## config.mk

```make
export PLATFORM = sky130hd
export DESIGN_NAME = indexed_list_engine
export DESIGN_NICKNAME = d
export VERILOG_FILES = /design/src/hdl/ile_pkg.sv /design/src/hdl/ile_ram.sv /design/src/hdl/ile_ctl.sv /design/src/hdl/indexed_list_engine.sv
export SDC_FILE = /design/constraint.sdc
export NUM_CORES = 1
export LEC_CHECK = 0
export BUFFER_PORTS_ARGS = -buffer_cell sky130_fd_sc_hd__buf_2
export CAP_MARGIN = 40
export CORE_MARGIN = 2
export CORE_UTILIZATION = 56
export DETAILED_ROUTE_END_ITERATION = 6
export GPL_TIMING_DRIVEN = 0
export PLACE_DENSITY = 0.75
export SYNTH_ARGS = -nofsm -noshare
export SYNTH_HDL_FRONTEND = slang
export SYNTH_HIERARCHICAL = 1
export SYNTH_SLANG_ARGS = --single-unit
```

## constraint.sdc

```tcl
create_clock -name clk_i -period 3.9 [get_ports clk_i]
set_input_delay 0.195 -clock clk_i [delete_from_list [all_inputs] [get_ports clk_i]]
set_output_delay 0.195 -clock clk_i [all_outputs]
set_load 0.02 [all_outputs]
```

## src/hdl/ile_pkg.sv

```systemverilog
// Package for the indexed list engine: sizes, operation and status codes,
// sequencer states and the structs passed between the sequencer and the top.
// No dependencies.
package ile_pkg;

  // Capacity and stored entry width
  localparam int DEPTH  = 16;
  localparam int DATA_W = 32;

  localparam int IDX_W = $clog2(DEPTH);
  localparam int CNT_W = $clog2(DEPTH + 1);

  // Fixed port field widths
  localparam int OP_W       = 3;
  localparam int POS_W      = 4;
  localparam int VALUE_W    = 32;
  localparam int DATA_OUT_W = 32;
  localparam int STATUS_W   = 2;
  localparam int COUNT_W    = 5;

  typedef enum logic [OP_W-1:0] {
    OP_PUSH    = 3'd0,
    OP_POP     = 3'd1,
    OP_INSERT  = 3'd2,
    OP_REMOVE  = 3'd3,
    OP_REPLACE = 3'd4,
    OP_READ    = 3'd5,
    OP_TOP     = 3'd6,
    OP_CLEAR   = 3'd7
  } op_e;

  typedef enum logic [STATUS_W-1:0] {
    STAT_OK    = 2'd0,
    STAT_EMPTY = 2'd1,
    STAT_FULL  = 2'd2
  } status_e;

  typedef enum logic [2:0] {
    S_IDLE,
    S_READ,
    S_CAPT,
    S_SH_RD,
    S_SH_WR,
    S_WRITE,
    S_DONE
  } state_e;

  typedef struct packed {
    logic              we;
    logic [IDX_W-1:0]  waddr;
    logic [DATA_W-1:0] wdata;
    logic [IDX_W-1:0]  raddr;
  } ram_req_t;

  typedef struct packed {
    logic [DATA_W-1:0] data;
    status_e           status;
    logic [CNT_W-1:0]  count;
  } result_t;

endpackage

```

## src/hdl/ile_ram.sv

```systemverilog
// Generic RAM: one write port, one read port with registered read data.
// No dependencies.
module ile_ram #(
  parameter int WIDTH = 32,
  parameter int DEPTH = 16
) (
  input  logic                     clk_i,
  input  logic                     we_i,
  input  logic [$clog2(DEPTH)-1:0] waddr_i,
  input  logic [WIDTH-1:0]         wdata_i,
  input  logic [$clog2(DEPTH)-1:0] raddr_i,
  output logic [WIDTH-1:0]         rdata_o
);

  logic [WIDTH-1:0] mem_q [DEPTH];
  logic [WIDTH-1:0] rdata_q;

  always_ff @(posedge clk_i) begin
    if (we_i) begin
      mem_q[waddr_i] <= wdata_i;
    end
    rdata_q <= mem_q[raddr_i];
  end

  assign rdata_o = rdata_q;

endmodule

```

## src/hdl/ile_ctl.sv

```systemverilog
// Sequencer of the indexed list engine: decodes an operation, walks the
// shift cursor through the entry RAM and keeps the entry count.
// Depends on ile_pkg.
module ile_ctl (
  input  logic                           clk_i,
  input  logic                           rst_ni,
  input  logic                           in_valid_i,
  output logic                           in_ready_o,
  input  logic [ile_pkg::OP_W-1:0]       op_i,
  input  logic [ile_pkg::POS_W-1:0]      position_i,
  input  logic [ile_pkg::VALUE_W-1:0]    value_i,
  output ile_pkg::ram_req_t              ram_req_o,
  input  logic [ile_pkg::DATA_W-1:0]     ram_rdata_i,
  output logic                           done_o,
  input  logic                           res_take_i,
  output ile_pkg::result_t               res_o
);

  ile_pkg::state_e                  state_q, state_d;
  ile_pkg::op_e                     op_q, op_d;
  logic [ile_pkg::CNT_W-1:0]        pos_q, pos_d;
  logic [ile_pkg::DATA_W-1:0]       val_q, val_d;
  logic [ile_pkg::CNT_W-1:0]        cnt_q, cnt_d;
  logic [ile_pkg::CNT_W-1:0]        cur_q, cur_d;
  logic [ile_pkg::DATA_W-1:0]       data_q, data_d;
  ile_pkg::status_e                 status_q, status_d;

  logic [ile_pkg::CNT_W-1:0]        in_pos, clamp_pos, cnt_m1, nxt;
  logic [ile_pkg::CNT_W:0]          nxt_p1;
  logic                             full, empty, out_rng, more, is_ins;

  // Shared cursor unit: one step up or down plus an end compare chosen by direction
  assign is_ins    = (op_q == ile_pkg::OP_INSERT);
  assign nxt       = is_ins ? (cur_q - 1'b1) : (cur_q + 1'b1);
  assign nxt_p1    = {1'b0, nxt} + 1'b1;
  assign more      = is_ins ? (nxt > pos_q) : (nxt_p1 < {1'b0, cnt_q});

  assign in_pos    = ile_pkg::CNT_W'(position_i);
  assign clamp_pos = (in_pos > cnt_q) ? cnt_q : in_pos;
  assign cnt_m1    = cnt_q - 1'b1;
  assign full      = (cnt_q == ile_pkg::CNT_W'(ile_pkg::DEPTH));
  assign empty     = (cnt_q == '0);
  assign out_rng   = (in_pos >= cnt_q);

  always_ff @(posedge clk_i or negedge rst_ni) begin
    if (!rst_ni) begin
      state_q <= ile_pkg::S_IDLE;
      cnt_q   <= '0;
    end else begin
      state_q <= state_d;
      cnt_q   <= cnt_d;
    end
  end

  always_ff @(posedge clk_i) begin
    op_q     <= op_d;
    pos_q    <= pos_d;
    val_q    <= val_d;
    cur_q    <= cur_d;
    data_q   <= data_d;
    status_q <= status_d;
  end

  always_comb begin
    state_d  = state_q;
    op_d     = op_q;
    pos_d    = pos_q;
    val_d    = val_q;
    cnt_d    = cnt_q;
    cur_d    = cur_q;
    data_d   = data_q;
    status_d = status_q;

    ram_req_o       = '0;
    ram_req_o.waddr = cur_q[ile_pkg::IDX_W-1:0];
    ram_req_o.raddr = cur_q[ile_pkg::IDX_W-1:0];
    ram_req_o.wdata = val_q;
    in_ready_o      = 1'b0;
    done_o          = 1'b0;

    unique case (state_q)
      ile_pkg::S_IDLE: begin
        in_ready_o = 1'b1;
        if (in_valid_i) begin
          op_d     = ile_pkg::op_e'(op_i);
          pos_d    = in_pos;
          val_d    = ile_pkg::DATA_W'(value_i);
          data_d   = '0;
          status_d = ile_pkg::STAT_OK;
          state_d  = ile_pkg::S_DONE;
          unique case (ile_pkg::op_e'(op_i)) inside
            ile_pkg::OP_PUSH: begin
              if (full) begin
                status_d = ile_pkg::STAT_FULL;
              end else begin
                cur_d   = cnt_q;
                state_d = ile_pkg::S_WRITE;
              end
            end
            ile_pkg::OP_POP, ile_pkg::OP_TOP: begin
              if (empty) begin
                status_d = ile_pkg::STAT_EMPTY;
              end else begin
                cur_d   = cnt_m1;
                state_d = ile_pkg::S_READ;
              end
            end
            ile_pkg::OP_INSERT: begin
              if (full) begin
                status_d = ile_pkg::STAT_FULL;
              end else begin
                pos_d   = clamp_pos;
                cur_d   = cnt_q;
                state_d = (cnt_q > clamp_pos) ? ile_pkg::S_SH_RD : ile_pkg::S_WRITE;
              end
            end
            ile_pkg::OP_REMOVE, ile_pkg::OP_READ: begin
              if (out_rng) begin
                status_d = ile_pkg::STAT_EMPTY;
              end else begin
                cur_d   = in_pos;
                state_d = ile_pkg::S_READ;
              end
            end
            ile_pkg::OP_REPLACE: begin
              if (out_rng) begin
                status_d = ile_pkg::STAT_EMPTY;
              end else begin
                cur_d   = in_pos;
                state_d = ile_pkg::S_WRITE;
              end
            end
            ile_pkg::OP_CLEAR: begin
              cnt_d = '0;
            end
            default: begin
              state_d = ile_pkg::S_DONE;
            end
          endcase
        end
      end
      ile_pkg::S_READ: begin
        state_d = ile_pkg::S_CAPT;
      end
      ile_pkg::S_CAPT: begin
        data_d = ram_rdata_i;
        // Remove shifts only when an entry sits above the cursor
        if (op_q == ile_pkg::OP_REMOVE && nxt < cnt_q) begin
          state_d = ile_pkg::S_SH_RD;
        end else begin
          if (op_q == ile_pkg::OP_POP || op_q == ile_pkg::OP_REMOVE) begin
            cnt_d = cnt_m1;
          end
          state_d = ile_pkg::S_DONE;
        end
      end
      ile_pkg::S_SH_RD: begin
        ram_req_o.raddr = nxt[ile_pkg::IDX_W-1:0];
        state_d         = ile_pkg::S_SH_WR;
      end
      ile_pkg::S_SH_WR: begin
        // Move the neighbor entry into the cursor slot
        ram_req_o.we    = 1'b1;
        ram_req_o.wdata = ram_rdata_i;
        cur_d           = nxt;
        if (more) begin
          state_d = ile_pkg::S_SH_RD;
        end else if (is_ins) begin
          state_d = ile_pkg::S_WRITE;
        end else begin
          cnt_d   = cnt_m1;
          state_d = ile_pkg::S_DONE;
        end
      end
      ile_pkg::S_WRITE: begin
        ram_req_o.we = 1'b1;
        if (op_q == ile_pkg::OP_PUSH || op_q == ile_pkg::OP_INSERT) begin
          cnt_d = cnt_q + 1'b1;
        end
        state_d = ile_pkg::S_DONE;
      end
      ile_pkg::S_DONE: begin
        done_o = 1'b1;
        if (res_take_i) begin
          state_d = ile_pkg::S_IDLE;
        end
      end
      default: begin
        state_d = ile_pkg::S_IDLE;
      end
    endcase
  end

  assign res_o.data   = data_q;
  assign res_o.status = status_q;
  assign res_o.count  = cnt_q;

`ifndef SYNTH
  a_cnt_bound: assert property (@(posedge clk_i) disable iff (!rst_ni)
    cnt_q <= ile_pkg::CNT_W'(ile_pkg::DEPTH))
    else $error("entry count above capacity");

  a_no_wr_idle: assert property (@(posedge clk_i) disable iff (!rst_ni)
    (state_q == ile_pkg::S_IDLE || state_q == ile_pkg::S_DONE) |-> !ram_req_o.we)
    else $error("RAM write outside an operation");

  a_cnt_stable_busy: assert property (@(posedge clk_i) disable iff (!rst_ni)
    (state_q == ile_pkg::S_DONE) |=> $stable(cnt_q))
    else $error("count changed after result formed");

  a_full_status: assert property (@(posedge clk_i) disable iff (!rst_ni)
    (done_o && status_q == ile_pkg::STAT_FULL) |->
      (op_q == ile_pkg::OP_PUSH || op_q == ile_pkg::OP_INSERT))
    else $error("full status on an operation that does not add");
`endif

endmodule

```

## src/hdl/indexed_list_engine.sv

```systemverilog
// Top level of the indexed list engine: entry RAM, sequencer and the
// result register. Depends on ile_pkg, ile_ram and ile_ctl.
//
//   channel | signals                              | direction
//   --------+--------------------------------------+----------
//   in      | in_valid_i/in_ready_o, op_i,         | to block
//           | position_i, value_i                  |
//   out     | out_valid_o/out_ready_i, data_out_o, | from block
//           | status_o, count_o                    |
//
// One operation at a time; the entry RAM gives one write and one registered
// read per cycle, and shifts step the shared cursor unit. Clear and rejected
// ops go straight to done; push, replace: write; pop, read, read_top: read,
// then capture; insert: shift up, write; remove: read, capture, shift down.
// Reset clears the count and the sequencer; the RAM needs no clearing pass.
// A new transfer is taken while the previous result waits in the output
// register; the finished op then holds until that register frees up.
module indexed_list_engine (
  input  logic                             clk_i,
  input  logic                             rst_ni,
  input  logic                             in_valid_i,
  output logic                             in_ready_o,
  input  logic [ile_pkg::OP_W-1:0]         op_i,
  input  logic [ile_pkg::POS_W-1:0]        position_i,
  input  logic [ile_pkg::VALUE_W-1:0]      value_i,
  output logic                             out_valid_o,
  input  logic                             out_ready_i,
  output logic [ile_pkg::DATA_OUT_W-1:0]   data_out_o,
  output logic [ile_pkg::STATUS_W-1:0]     status_o,
  output logic [ile_pkg::COUNT_W-1:0]      count_o
);

  ile_pkg::ram_req_t                ram_req;
  logic [ile_pkg::DATA_W-1:0]       ram_rdata;
  ile_pkg::result_t                 res;
  logic                             done, res_take;

  // Output register state
  logic                             out_valid_q, out_valid_d;
  logic [ile_pkg::DATA_OUT_W-1:0]   data_out_q, data_out_d;
  logic [ile_pkg::STATUS_W-1:0]     status_q, status_d;
  logic [ile_pkg::COUNT_W-1:0]      count_q, count_d;

  ile_ram #(
    .WIDTH(ile_pkg::DATA_W),
    .DEPTH(ile_pkg::DEPTH)
  ) u_ram (
    .clk_i  (clk_i),
    .we_i   (ram_req.we),
    .waddr_i(ram_req.waddr),
    .wdata_i(ram_req.wdata),
    .raddr_i(ram_req.raddr),
    .rdata_o(ram_rdata)
  );

  ile_ctl u_ctl (
    .clk_i      (clk_i),
    .rst_ni     (rst_ni),
    .in_valid_i (in_valid_i),
    .in_ready_o (in_ready_o),
    .op_i       (op_i),
    .position_i (position_i),
    .value_i    (value_i),
    .ram_req_o  (ram_req),
    .ram_rdata_i(ram_rdata),
    .done_o     (done),
    .res_take_i (res_take),
    .res_o      (res)
  );

  // Result moves into the output register when it is empty or draining
  assign res_take = done && (!out_valid_q || out_ready_i);

  always_comb begin
    out_valid_d = out_valid_q;
    data_out_d  = data_out_q;
    status_d    = status_q;
    count_d     = count_q;
    if (out_valid_q && out_ready_i) begin
      out_valid_d = 1'b0;
    end
    if (res_take) begin
      out_valid_d = 1'b1;
      data_out_d  = ile_pkg::DATA_OUT_W'(res.data);
      status_d    = res.status;
      count_d     = ile_pkg::COUNT_W'(res.count);
    end
  end

  always_ff @(posedge clk_i or negedge rst_ni) begin
    if (!rst_ni) begin
      out_valid_q <= 1'b0;
    end else begin
      out_valid_q <= out_valid_d;
    end
  end

  always_ff @(posedge clk_i) begin
    data_out_q <= data_out_d;
    status_q   <= status_d;
    count_q    <= count_d;
  end

  assign out_valid_o = out_valid_q;
  assign data_out_o  = data_out_q;
  assign status_o    = status_q;
  assign count_o     = count_q;

endmodule

```

* Yosys cells after proc, flatten, opt, wreduce, memory -nomap -nowiden *
Memories as Yosys holds them, arrays and structs flattened. A register that Yosys moved wholly into a read port is not among the register bits.
Index checks and enable logic that the tools add are counted.

word-level totals
  register bits after elaboration = 127
  bits in latches = 0
  memory bits (writable) = 512
  bits in read-only memories = 0
  output and inout bits = 41
  word-level logic and storage cells = 128
  memories kept = 1

operators by class
  add/sub/neg operators = 5
  multiply operators = 0
  div/mod/pow operators = 0
  magnitude comparators = 6
  eq/ne operators = 29
  shift-type cells = 0
  mux-type cells = 47
  bitwise gates (word level) = 1
  reductions and logical operators = 26

memory list
  memory       words  bits a word  read ports  clocked after memory_dff  wr ports  RTL line       RTL
  u_ram.mem_q  16     32           1           1                         1         ile_ram.sv:15  logic [WIDTH-1:0] mem_q [DEPTH];

operators by type and width
  cell                 count
  $mux 5               13
  $mux 32              2
  $pmux 32 s2          1
  $mux 3               8
  $eq 3x3->1 const B   7
  $pmux 3 s7           1
  $pmux 5 s4           1
  $eq 3x2->1 const B   6
  $pmux 3 s5           1
  $pmux 5 s3           1
  $mux 4               3
  $add 5x1->5 const B  2
  $gt 5x5->1           2
  $mux 1               10
  $ne 2x2->1 const B   5
  $pmux 5 s2           1
  $reduce_or 2->1      5
  $sub 5x1->5 const B  2
  $eq 3x1->1 const B   3
  $logic_not 3->1      3
  $ne 3x3->1 const B   3
  $mux 2               4
  $reduce_and 8->1     1
  $add 5x1->6 const B  1
  other kinds (18)     28

* Depth between registers and ports, before layout *
Gate-level depths: netlist of run 1.

  depth in word-level cells = 8
  depth in mapped cells = 16
  mapped depth without buffers = 15

* By module *
The synthesis of run 1 kept the hierarchy.

modules (own cells, without submodules)
  module               times used  cells an instance  area each (µm²)  sequential area each (µm²)
  ile_ram              1           838                19835.3          16015.4
  ile_ctl              1           492                5008.6           2572.5
  indexed_list_engine  1           43                 1214.9           1196.1

* Worst setup path before layout of run 1 *
OpenSTA, ideal clock, no wires.

  path type = reg2reg
  start point = reg u_ctl.op_q[2]
  end point = reg u_ctl/cnt_q[1] in the netlist's numbering
  arrival time = 3752 ps
  data required time = 3775 ps
  setup slack = 23 ps
  stages on the path, launching flop included = 16
  period minus slack after synthesis = 3877 ps
  cell sequence = edfxtp_1 > nor3b_4 > ha_1 > a21o_1 > a21oi_1 > xor2_1 > inv_1 > and3_1 > xnor2_1 > ha_1 > or2_2 > a211oi_1 > o31ai_2 > and3_1 > buf_6 > mux2_4

between the ends
  word-level cells in the longest chain between the ends = 7
  elaborated cells on any way between the ends = 19
  classes of those cells = 1 x add/sub; 3 x order compare; 8 x eq/ne; 2 x mux; 5 x reduce/logical

ends and longest elaborated chain
  element                       RTL line                       RTL
  from (decl)                   ile_ctl.sv:20                  ile_pkg::op_e op_q, op_d;
  from (signal assigned)        ile_ctl.sv:56                  op_q <= op_d;
  $eq 3x2->1                    ile_ctl.sv:33, ile_ctl.sv:177
  $mux 5                        ile_ctl.sv:34                  assign nxt = is_ins ? (cur_q - 1'b1) : (cur_q + 1'b1);
  $add 5x1->6                   ile_ctl.sv:35                  assign nxt_p1 = {1'b0, nxt} + 1'b1;
  $lt 6x5->1                    ile_ctl.sv:36                  assign more = is_ins ? (nxt > pos_q) : (nxt_p1 < {1'b0, cnt_q});
  $mux 1                        ile_ctl.sv:36
  $ne 2x2->1 (no line)          -
  $reduce_and 8->1 (no line) *  -
  to (signal assigned)          ile_ctl.sv:51                  cnt_q <= cnt_d;
  to (decl)                     ile_ctl.sv:23                  logic [ile_pkg::CNT_W-1:0] cnt_q, cnt_d;

Mark *: on every way between the ends. The rest lies on a longest branch, timed or not.
A chain may end at the register's enable or synchronous reset.

* Worst setup path after layout of run 1 *
  start point = reg u_ctl.op_q[2]
  end point = reg u_ctl/cnt_q[2] in the netlist's numbering

The elaborated chain is that of the path after synthesis.

==> impl_metrics.yaml, run 1 <==
run_status:
  status: "finished clean"
pwr:
  p_clk_frac: 0.256
  cellLeakagePower_nw: 10.43
  p_int_mw: 16.73
  p_comb_frac: 0.335
  worst_ir_drop_vdd_mv: 0.4536
  swShare: 0.3279
  power_frac_seq: 0.409
  switchingPower_mw: 8.161
  fin_total_pwr_mw: 24.89
  powerDensity_nw_per_um2: 812.8
finish:
  area_growth_pct: 17.50
  antenna_cells: 0
  layout.nets: 1679
  drive_gt1_frac: 0.2581
  fin_cells: 2269
drt:
  antenna_left: 0
  vias: 13917
  drt-pass1-iter-count: 6
  wire_per_inst_um: 26.22
  route.detailed.drc: 0
  routed_via_density: 6.134
  drtIter0Drc: 1593
  drt_wl_total_um: 59490
sta:
  fmax_ghz: 0.2650
  final.min_clock_period_ps: 3773
  timing.final.crit_share: 0.9675
  fin_worst_skew_ps: 23.36
  tns_ps: 0
  worst_pin_slew_ps: 937.5
  maxSlewHeadroom: 0.3750
  final_hold_viol_count: 0
  finalMaxSlewViolations: 0
  finalSetupViolCount: 0
  rsz0062_at_grt: "true"
global_route:
  grt_pass1_wl_um: 88090
  first_global_vias: 14196
  grt_overflow: 0
  grt_use_total: 0.2555
  grt_max_degree: 25
  antenna_found_initial: 1
logic_synthesis:
  syn-mean-instance-area_sq_um: 18.98
  synthArstFlopShare: 0.01341
  yosysMostFrequentCell: "edfxtp_1"
  synthCells: 1373
  synth_top_cells_by_area: "edfxtp_1, mux4_2, dfxtp_1, nand2_1, a22oi_1"
  synth_area_sq_um: 26060
  ys_types: 67
  ys_ff_latch: 671
  yosys-top-cells-count: "edfxtp_1, nand2_1, mux4_2"
  ys_seq_area_frac: 0.7592
  synth_nets: 1444
  synth_edf_count: 630
  synth_top_cell_by_area: "edfxtp_1"
  netlist.area_leader.share: 0.7260
  yosys_warnings: 6
  synth-main-ff-cell: "edfxtp_1"
setup_path:
  worstReg2RegStart: "u_ctl/op_q[2]"
  cp.required_ps: 4380
  crit_fanout: 5
  reg2reg_depth: 16
  r2r-end: "u_ctl/cnt_q[2]"
  cp-start-kind: "flip-flop"
  end_kind: "flip-flop"
  r2r_slack_ps: 130
  crit_type: "reg -> reg"
  cp.arrival_ps: 4250
floorplan:
  core.rowCount: 79
  initial_core_util: 0.5633
  ioPinCount: 84
  dieArea_sq_um: 48270
  core_area_sq_um: 46260
  die_w_um: 219.7
  die_h_um: 219.7
cts:
  htreeDepth: 3
  clock-sinks: 671
  root_buffer: "clkbuf_16"
  cts_tree: "yes"
  cts_made_buffers: 68
  clk_pin_slew_ps: 60
  clk_path_buf_depth: 3
  clock_latency_ps: 610
worst_hold_path:
  worstHoldStart: "in_valid_i"
  min_path_cells: 3
  hold_class: "in -> reg"
  hold_end: "u_ctl/state_q[2]"
placed_design:
  hpwl_um: 36070
  io_buffers: 83
  place_congestion: 0.8500
  dp_cells: 2094
flow_run:
  maxCapViolations: 0
sequential cells by signal (all words and copies together) (netlist names):
register and count:
u_ram/mem_q 512, data_out_o 32, u_ctl/data_q 32, u_ctl/val_q 32
u_ram/rdata_o 32, count_o 5, u_ctl/cnt_q 5, u_ctl/cur_q 5
u_ctl/pos_q 5, u_ctl/op_q 3, u_ctl/state_q 3, status_o 2
u_ctl/status_q 2, out_valid_o 1
power groups by stage:
stage	Sequential (mW)	Combinational, mW	Clock [mW]
6_report	10.2	8.34	6.36
5_1_grt	10.3	9.00	6.75
4_1_cts	10.2	8.19	6.46
2_1_floorplan	10.4	5.33	0
3_5_place_dp	10.3	7.98	0
3_3_place_gp	10.3	7.55	0
logic make-up (layout without fill, tap and decap cells):
family                     count (synthesis)  in the layout  share of synthesized area
adders and majority gates                 28             28                    0.01373
and+or+nand+nor                          283            283                    0.05114
AOI/OAI and AO/OA                        148            148                    0.03971
buffers and inverters                     90            379                    0.01589
other                                      1              1                  0.0001439
xor gates and xnor gates                  11             11                   0.003985
DFF                                      671            671                     0.7592
muxes                                    141            141                     0.1162
cell type report:
cell class | instances | area (sq um)
Tap cell | 607 | 759.5
Clock inverter | 30 | 286.5
Buffer | 72 | 351.6
Timing Repair Buffer | 165 | 1414
Sequential cell | 671 | 19780
Fill cell | 2987 | 15640
Multi-Input combinational cell | 612 | 6053
Inverter | 18 | 67.56
Clock buffer | 94 | 1903
timing repair:
action,in CTS,in global routing
hold buffers,42,0
hold endpoints to repair,49,0
pin swaps,2,4
cloned,0,0
buffers inserted,3,5
endpoints found under the setup margin,7,15
gates resized for setup,5,14
worst max path at each step:
stage                      from                   to  slack, ps  cells after the start
3_5_place_dp      u_ctl/op_q[2]       u_ctl/cnt_q[2]       -460                     15
4_1_cts           u_ctl/op_q[0]       u_ctl/cnt_q[2]         10                     15
2_1_floorplan     u_ctl/op_q[2]       u_ctl/cnt_q[1]         20                     15
5_1_grt          u_ctl/cnt_q[2]     u_ctl/state_q[1]        -10                     15
6_report          u_ctl/op_q[2]       u_ctl/cnt_q[2]        130                     16
3_3_place_gp   u_ctl/state_q[2]  u_ram/mem_q[12][16]      -2530                      5
layout by cell type (no fill, tap or decap), drive strengths merged, types with 3 or more instances in the layout:
cell type	count
clkinv	18
ha	27
o21ai	19
dfxtp	32
nand3b	3
and3	3
nor2	27
o21a	5
a21oi	22
nor2b	6
clkinvlp	3
a211oi	4
a21o	3
nand2b	9
nor3	10
bufinv	4
nand2	156
dlygate4sd3	42
a31oi	4
o211ai	6
a22oi	66
edfxtp	630
or3b	4
xnor2	7
or3	6
mux2i	7
xor2	4
mux2	6
nand3	8
and2	36
clkbuf	127
inv	23
nand4	3
buf	162
mux4	128
dfrtp	9
metal layers:
layer / up-vias / share of wire / global-route usage / routed length (um)
met5: - / 0 / 0 / 0
met4: 0 / 0.032 / 0.09888 / 1912
met3: 134 / 0.088 / 0.05148 / 5235
met2: 695 / 0.49 / 0.4159 / 29280
met1: 7140 / 0.39 / 0.3443 / 23060
li1: 5948 / - / - / -
stage by stage:
step	instance area [sq um]	setup WS (ps)	hold slack, ps	utilization
floorplan	26060	22.72	-100.6	-
global placement	27230	-2534	79.88	0.5887
detailed placement	27850	-462.9	86.96	0.6021
CTS	30510	11.21	15.56	0.6596
global route	30620	-11.13	88.41	0.6619
finish	30620	126.6	47.01	0.6619
critical path: stages, from the launching register on:
cell,delay (ps)
edfxtp_1,440
nor3b_4,320
buf_4,180
ha_4,190
a21o_1,190
a21oi_2,160
xor2_2,180
inv_2,100
and3_1,220
xnor2_2,140
ha_1,290
or2_2,320
a211oi_2,200
o31ai_2,120
and3_1,190
buf_6,130
mux2_4,290
No activity file was read; power rests on OpenSTA's default activity.
==> run 2, diff against run 1 <==
==> constraint.sdc (replaced) <==
create_clock -name clk_i -period 3.9 [get_ports clk_i]
set_input_delay 0 -clock clk_i [delete_from_list [all_inputs] [get_ports clk_i]]
set_output_delay 0 -clock clk_i [all_outputs]
set_load 0.02 [all_outputs]
==> impl_metrics.yaml, run 2 (synthesis results as in run 1) <==
run_status:
  status: "finished clean"
cts:
  htreeDepth: 3
  clk_path_buf_depth: 3
  clock-sinks: 671
  cts_made_buffers: 68
  root_buffer: "clkbuf_16"
  cts_tree: "yes"
  clk_pin_slew_ps: 60
  clock_latency_ps: 610
pwr:
  p_clk_frac: 0.256
  p_comb_frac: 0.335
  p_int_mw: 16.73
  cellLeakagePower_nw: 10.43
  power_frac_seq: 0.409
  switchingPower_mw: 8.164
  powerDensity_nw_per_um2: 812.7
  worst_ir_drop_vdd_mv: 0.4557
  swShare: 0.3280
  fin_total_pwr_mw: 24.89
setup_path:
  worstReg2RegStart: "u_ctl/op_q[2]"
  crit_top_cell: "and3_1"
  cp.required_ps: 4370
  crit_chain: "nor3b_4 > buf_4 > ha_4 > a21o_1 > a21oi_2 > xor2_2 > inv_2 > and3_1 > xnor2_2 > ha_1 > or2_2 > a211oi_2 > o31ai_2 > and3_1 > buf_6 > mux2_4"
  end_kind: "flip-flop"
  crit_family: "simple AND/OR/NAND/NOR gates"
  slowest_stage: "edfxtp_1"
  r2r_slack_ps: 120
  cp.arrival_ps: 4250
  reg2reg_depth: 16
  max_stage_delay_ps: 440
  crit_type: "reg -> reg"
  r2r-end: "u_ctl/cnt_q[1]"
  path_buf_inv: 3
  crit_fanout: 5
  cp-start-kind: "flip-flop"
sta:
  final_hold_viol_count: 0
  rsz0062_at_grt: "true"
  finalMaxSlewViolations: 0
  finalSetupViolCount: 0
  tns_ps: 0
  worst_pin_slew_ps: 945.2
  timing.final.crit_share: 0.9682
  maxSlewHeadroom: 0.3699
  final.min_clock_period_ps: 3776
  fin_worst_skew_ps: 24.24
  fmax_ghz: 0.2648
finish:
  final_cell_mix: "edfxtp_1, nand2_1, mux4_2"
  antenna_cells: 0
  area_growth_pct: 17.54
  top_register: "u_ram/mem_q"
  largest_register_ffs: 512
  drive_gt1_frac: 0.2580
  final_common_cell: "edfxtp_1"
  fillers: 2986
  layout.nets: 1680
floorplan:
  core.rowCount: 79
  core_area_sq_um: 46260
  ioPinCount: 84
  die_w_um: 219.7
  die_h_um: 219.7
  dieArea_sq_um: 48270
  initial_core_util: 0.5633
worst_hold_path:
  hold_class: "in -> reg"
  hold_end: "u_ctl/val_q[17]"
  min_path_cells: 2
  worstHoldStart: "value_i[17]"
placed_design:
  hpwl_um: 36070
  place_congestion: 0.8500
  io_buffers: 83
drt:
  drtIter0Drc: 1572
  route.detailed.drc: 0
  antenna_left: 0
  wire_per_inst_um: 26.17
  drt_wl_total_um: 59400
  drt-pass1-iter-count: 5
  routed_via_density: 6.141
  vias: 13940
global_route:
  grt_max_degree: 25
  grt_overflow: 0
  grt_pass1_wl_um: 88120
  first_global_vias: 14202
  antenna_found_initial: 1
  grt_use_total: 0.2556
flow_run:
  maxCapViolations: 0
## run 2: worst max path at each step
stage / start / end / cells past startpoint
2_1_floorplan: u_ctl/op_q[2] / u_ctl/cnt_q[1] / 15
3_3_place_gp: u_ctl/state_q[2] / u_ram/mem_q[12][16] / 5
3_5_place_dp: u_ctl/op_q[2] / u_ctl/cnt_q[2] / 15
4_1_cts: u_ctl/op_q[0] / u_ctl/cnt_q[2] / 15
5_1_grt: u_ctl/cnt_q[2] / u_ctl/state_q[1] / 15
6_report: u_ctl/op_q[2] / u_ctl/cnt_q[1] / 16
## run 2: what timing repair did
| item | in CTS | in global routing |
|---|---|---|
| resized for setup | 5 | 14 |
| hold endpoints to repair | 57 | 0 |
| pin swaps | 2 | 4 |
| setup buffers | 3 | 5 |
| setup endpoints to repair | 7 | 15 |
| hold buffers | 43 | 0 |
## run 2: per-stage QoR
step / std cells / hold slack, ps / util / setup WS (ps) / instance area, sq um
2_1_floorplan: 1373 / -295.6 / - / 22.72 / 26060
3_3_place_gp: 2063 / -115.1 / 0.5887 / -2534 / 27230
3_5_place_dp: 2094 / -108.0 / 0.6021 / -462.9 / 27850
4_1_cts: 2264 / 68.04 / 0.6598 / 11.21 / 30520
5_1_grt: 2270 / 98.39 / 0.6621 / -11.13 / 30630
6_report: 2270 / 97.84 / 0.6621 / 124.0 / 30630
## run 2: cell type report
| class | count | area (sq um) | share of cell area |
|---|---|---|---|
| Sequential cell | 671 | 19780 | 0.6459 |
| Tap cell | 607 | 759.5 | 0.02480 |
| Buffer | 72 | 351.6 | 0.01148 |
| Timing Repair Buffer | 166 | 1424 | 0.04649 |
| Multi-Input combinational cell | 612 | 6053 | 0.1976 |
| Clock buffer | 94 | 1903 | 0.06213 |
| Inverter | 18 | 67.56 | 0.002206 |
| Clock inverter | 30 | 286.5 | 0.009355 |
## run 2: per-layer routing
layer | GRT usage | routed length [um]
met1 | 0.3443 | 22850
met2 | 0.4163 | 29160
met3 | 0.05148 | 5424
met4 | 0.09888 | 1965
met5 | 0 | 0
## run 2: power groups by stage
stage	logic [mW]	registers (mW)	clock network, mW
after detailed placement	7.98	10.3	0
after floorplan	5.33	10.4	0
after global placement	7.55	10.3	0
final	8.34	10.2	6.36
after CTS	8.19	10.2	6.46
after global routing	9.00	10.3	6.75
